**src/swog_pkg.sv**
```systemverilog
// Shared constants, types and command/status bundles for the onset grouping block.
`timescale 1ns / 1ps

package swog_pkg;

	// Frame geometry and coefficient format.
	localparam int WINDOWS    = 8;
	localparam int MAX_BANDS  = 16;
	localparam int WINDOW_LEN = 128;
	localparam int COEFF_BITS = 24;

	// Derived widths.
	localparam int WIN_W      = $clog2(WINDOWS);
	localparam int BAND_IDX_W = $clog2(MAX_BANDS);
	localparam int POS_W      = $clog2(WINDOW_LEN);
	localparam int SQ_W       = 2 * COEFF_BITS;

	// Fixed field and register widths.
	localparam int E_W        = 56;
	localparam int BAND_NUM_W = 5;
	localparam int LEN_W      = 4;
	localparam int CUTOFF_W   = 8;
	localparam int CFG_IDX_W  = 2;
	localparam int CFG_DATA_W = 8;

	// First band that takes part in the onset vote.
	localparam int FIRST_BAND = 2;

	// Configuration register indexes.
	localparam logic [CFG_IDX_W-1:0] CFG_MAX_BANDS = 2'd0;
	localparam logic [CFG_IDX_W-1:0] CFG_CUTOFF    = 2'd1;
	localparam logic [CFG_IDX_W-1:0] CFG_STEREO    = 2'd2;

	// Reset values of the configuration registers.
	localparam logic [BAND_NUM_W-1:0] MAX_BANDS_RST = 5'd14;
	localparam logic [CUTOFF_W-1:0]   CUTOFF_RST    = 8'd128;

	typedef struct packed {
		logic [BAND_NUM_W-1:0] max_bands;
		logic [CUTOFF_W-1:0]   cutoff;
		logic                  stereo;
	} cfg_t;

	// Commands from the controller to the datapath.
	typedef struct packed {
		logic capture;     // register the squares of an accepted item
		logic accumulate;  // add into the band sum, close a band if marked
		logic win_init;    // start the per-band pass at the first voting band
		logic pass_step;   // process one band entry
		logic restart;     // pass copies energies into min and max
		logic load_onset;  // emit the onset group and restart the group
		logic win_done;    // finish the window, emit the final group if last
	} cmd_t;

	// Status from the datapath to the controller.
	typedef struct packed {
		logic wend;         // captured item closes a window
		logic pass_empty;   // no voting bands at the current band limit
		logic pass_last;    // current pass entry is the last voting band
		logic new_group;    // current window opens a group
		logic onset;        // vote count is above the quorum
		logic last_window;  // current window is the last of the frame
		logic out_free;     // output register can take a result
	} sts_t;

endpackage

```
**src/swog_ctrl.sv**
```systemverilog
// Controller state machine that sequences items, band passes and result loads.
`timescale 1ns / 1ps

module swog_ctrl
	import swog_pkg::*;
(
	input  logic clk,
	input  logic arst_n,
	input  logic in_valid,
	output logic in_ready,
	input  sts_t sts,
	output cmd_t cmd
);

	typedef enum logic [2:0] {
		ST_IDLE,
		ST_ACC,
		ST_WIN,
		ST_PASS,
		ST_DECIDE,
		ST_ONSET,
		ST_FINAL
	} state_t;

	state_t state_q;
	state_t state_next;
	logic   restart_q;
	logic   restart_next;

	always_comb begin
		state_next   = state_q;
		restart_next = restart_q;
		in_ready     = 1'b0;
		cmd          = '0;
		cmd.restart  = restart_q;
		case (state_q)
			ST_IDLE: begin
				in_ready    = 1'b1;
				cmd.capture = in_valid;
				if (in_valid) begin
					state_next = ST_ACC;
				end
			end
			ST_ACC: begin
				cmd.accumulate = 1'b1;
				state_next     = sts.wend ? ST_WIN : ST_IDLE;
			end
			ST_WIN: begin
				cmd.win_init = 1'b1;
				restart_next = sts.new_group;
				if (sts.pass_empty) begin
					state_next = sts.new_group ? ST_FINAL : ST_DECIDE;
				end else begin
					state_next = ST_PASS;
				end
			end
			ST_PASS: begin
				cmd.pass_step = 1'b1;
				if (sts.pass_last) begin
					state_next = restart_q ? ST_FINAL : ST_DECIDE;
				end
			end
			ST_DECIDE: begin
				state_next = sts.onset ? ST_ONSET : ST_FINAL;
			end
			ST_ONSET: begin
				// An onset implies at least one voting band, so the pass is never empty.
				if (sts.out_free) begin
					cmd.load_onset = 1'b1;
					restart_next   = 1'b1;
					state_next     = ST_PASS;
				end
			end
			ST_FINAL: begin
				if (!sts.last_window || sts.out_free) begin
					cmd.win_done = 1'b1;
					state_next   = ST_IDLE;
				end
			end
			default: begin
				state_next = ST_IDLE;
			end
		endcase
	end

	always_ff @(posedge clk or negedge arst_n) begin
		if (!arst_n) begin
			state_q   <= ST_IDLE;
			restart_q <= 1'b0;
		end else begin
			state_q   <= state_next;
			restart_q <= restart_next;
		end
	end

endmodule

```
**config.mk**
```make
export PLATFORM = sky130hd
export DESIGN_NAME = swog_ctrl
export DESIGN_NICKNAME = d
export VERILOG_FILES = /design/src/swog_pkg.sv /design/src/swog_ctrl.sv
export SDC_FILE = /design/constraint.sdc
export NUM_CORES = 1
export LEC_CHECK = 0
export BUFFER_PORTS_ARGS = -buffer_cell sky130_fd_sc_hd__buf_2
export CORE_AREA = 2 2 39 41
export CTS_BUF_LIST = sky130_fd_sc_hd__clkbuf_16
export CTS_CLUSTER_DIAMETER = 60
export DETAILED_ROUTE_END_ITERATION = 6
export DIE_AREA = 0 0 41 43
export GPL_TIMING_DRIVEN = 1
export PLACE_DENSITY = 0.59
export SLEW_MARGIN = 15
export SYNTH_ARGS = -nofsm -noshare
export SYNTH_HDL_FRONTEND = slang
export SYNTH_SLANG_ARGS = --single-unit
export TNS_END_PERCENT = 5
```
**constraint.sdc**
```tcl
create_clock -name clk -period 1.8 [get_ports clk]
set_input_delay 0.27 -clock clk [delete_from_list [all_inputs] [get_ports clk]]
set_output_delay 0.27 -clock clk [all_outputs]
set_load 0.03 [all_outputs]
```
Word level (Yosys, flattened, before mapping)
Cells that the tools add are included.
- latch bits: 0
- ROM bits: 0
- register bits after elaboration: 4
- memories: 0
- output and inout port bits: 8
- RAM bits: 0
- input bits: 10
- div/mod/pow operators: 0
- shift operators: 0
- muxes and demuxes: 21
- add/sub/neg operators: 0
- multiply operators: 0
- order comparisons: 0
- reduce and logical (&&, ||, !) cells: 6
- equal/unequal tests: 10
- bitwise gates (word level): 0
- operators with widths (cell ; count):
    $pmux W3 S7 ; 1
    $mux W3 ; 5
    $mux W1 ; 10
    $eq A3 B3 Y1 const B ; 3
    $mux W2 ; 4
    $ne A2 B2 Y1 const B ; 4
    $eq A3 B2 Y1 const B ; 2
    $reduce_and A4 Y1 ; 1
    $eq A3 B1 Y1 const B ; 1
    $logic_not A3 Y1 ; 1
    $pmux W1 S2 ; 1
    $reduce_and A2 Y1 ; 1
    $reduce_bool A2 Y1 ; 1
    $logic_not A1 Y1 ; 1
    $logic_or A1 B1 Y1 ; 1

Depth between registers and ports, before layout
- word-level depth: 4
- mapped depth: 5

Worst setup path before layout
No wires, ideal clock.
- path type: flip-flop to output port
- start: register state_q[2]
- end: output cmd[6] (netlist name)
- required time: 1.530 ns
- data arrival time: 1.699 ns
- path buffers: 1
- setup slack: -0.169 ns
- stages on the path, launching flop included: 4
- cells stage by stage: dfrtp_1 -> buf_2 -> nor3_1 -> and2_1
- RTL lines (what ; line ; RTL):
    from (decl) ; swog_ctrl.sv:25 ; state_t state_q;
    from (signal assigned) ; swog_ctrl.sv:91 ; state_q <= state_next;
    to (decl) ; swog_ctrl.sv:12 ; output cmd_t cmd

==> results.md <==
* Grt total ovfl at 0
* Worst IR Drop VDD at 0.577 mV
* Distinct cell type count after synthesis at 25
* Ports at 18
* Deepest clock path buffer count at 2
* Crit path time final at 1.63 ns
* TritonRoute pass-1 iters at 2
* Register area share after synthesis at 0.264
* IO buf count at 17
* Worst Path Arrival at 1.36 ns
* Worst setup margin at 0.170 ns
* Core area at 0.00138 mm2
* Final core utilization at 0.400
* Crit-path max FO at 8
* Root Driver: clkbuf_16
* Max_slew headroom at 0.708
* CTS tree: done
* Post-CTS setup buffer count at 0
* DIE AREA at 0.00176 mm2
* Worst slew pin tran at 0.438 ns
* Vias in the first global route at 354
* Die X at 41 um
* Most frequent cells in the layout: buf_2 (17), nor2_1 (8), nand2_1 (4), o21ai_1 (4), dfrtp_1 (4)
* Clock latency at the later pin of the worst-skew pair at 0.22 ns
* Post-Syn Area at 379 um2
* DRT iter0 DRCs at 2
* Non-Filler Instances at 84
* Fin nets at 80
* Period utilization at 0.906
* Max Freq at 0.613 GHz
* WL/cell at 11.3 um
* Final setup fails at 0
* Synth top area cells: dfrtp_1 (26%), nor2_1 (7.9%), o21ai_1 (5.3%), nand2b_1 (5.0%), nor3_1 (4.0%)
* Residual DRC at 0
* Largest net degree at the start of global routing at 15
* Yosys reg bits at 4
* Clock Sinks at 4
* Startpoint Class: flop
* Setup TNS at 0 ns
* # diodes at 0
* Antenna violations before repair at 0
* Via density at 4.95
* Total GRT Usage at 0.121
* Critical Path RT at 1.53 ns
* Pre-CTS setup slack at 0.287 ns
* Status: finished clean
* Detailed Route WL at 946 um
* # Max-Cap Violations at 0
* Hold Crit Class: in2reg
* Count of final max-slew check failures at 0
* Placed cells at 80
* Crit end category: primary output
* DPL Wire Length at 677 um
* Commonest non-fill, non-tap cell in the layout: buf_2
* Static leakage at 0.269 nW
* Top-area cell type share of the netlist area at 0.264
* TritonCTS Buffers at 3
* P per Cell Area at 2140 mW/mm2
* Post-synthesis area per instance at 7.58 um2
* RePlAce Congestion at 0.770
* Synth Warn # at 0
* Clk slew on worst S/H paths at 0.03 ns
* CTS-repair resized insts at 0
* DIE HEIGHT at 43 um
* First-pass GRT wire length at 1440 um
* Final count of hold timing violations at 0
* Initial core utilization at 0.274
* Cells after Synth at 50
* Clk_skew at 0.000555 ns
* Vias at 416
* Worst Path Class, Setup: reg2out
* Antenna viol nets, final at 0
* Synth-to-Final Area Change at 45.9%
* Cell taking the most area after synthesis: dfrtp_1
* H-tree levels at 1
* Std cell rows at 14
* RSZ-0062 raised after global routing: false
* Share of layout cells above drive strength 1 at 0.382
* Mapped Nets at 60
-- cells in the mapped netlist, drive strengths merged --
cell type,instances
a211o,1
a21oi,1
and2,1
and3,1
and4,1
buf,4
dfrtp,4
inv,2
mux2,1
mux2i,1
nand2,4
nand2b,4
nor2,8
nor2b,2
nor3,3
o21ai,8
o221ai,1
o22ai,1
o2bb2ai,1
o41ai,1
-- per-layer routing --
layer  up-vias  track usage  routed length [um]
met3         2       0.0157                  42
met1       188        0.161                 450
met5         -            0                   0
met2        12        0.175                 433
met4         0       0.0800                  21
li1        214            -                   -
-- through the flow --
stage	area [um2]	total power, W	hold WS, ns
after floorplan	384	0.000728	-0.0256
after global placement	468	0.000824	0.0781
after detailed placement	468	0.000830	0.0776
after CTS	553	0.00119	0.278
after global routing	553	0.00126	0.314
final	553	0.00118	0.278
-- area by class of cell --
class	instances	area (um2)
flip-flops and latches	4	100
inverters	2	7.51
clock buffers	3	75.1
fillers	138	831
multi-input cells	40	248
well taps	16	20.0
repair buffers	19	103
-- registers in the layout, indices dropped and copies added, names as in the netlist --
signal     cells
restart_q      1
state_q        3
-- power by group --
part           switching [W]  internal, W
combinational       0.000341     0.000246
clock              0.0000651     0.000284
sequential          0.000110     0.000136
-- critical path: stages (launching register included) --
cell	delay (ns)
dfrtp_1	0.48
inv_1	0.15
nor3_1	0.25
buf_2	0.26
-- what timing repair did --
action,CTS,global route
hold endpoints to repair,4,0
setup endpoints to repair,0,0
hold buffers,1,0
-- logic make-up after synthesis --
logic type / Yosys count / synth area share
compound gates: 14 / 0.254
buf+inv: 6 / 0.0957
mux: 2 / 0.0660
simple gates: 24 / 0.320
flops: 4 / 0.264
-- path summary, 6_finish.rpt --
check | startpoint | end | slack [ns] | cells after the start
max in group asynchronous | arst_n | state_q[0] | 1.30 | 2
setup reg to reg | state_q[0] | state_q[0] | 0.27 | 4
setup / recovery | state_q[1] | cmd[4] | 0.17 | 3
hold reg to reg | restart_q | restart_q | 0.55 | 2
min in group asynchronous | arst_n | restart_q | 0.38 | 2
hold / removal | sts[3] | restart_q | 0.28 | 3
Note: power is estimated with default switching activity, not from simulation.
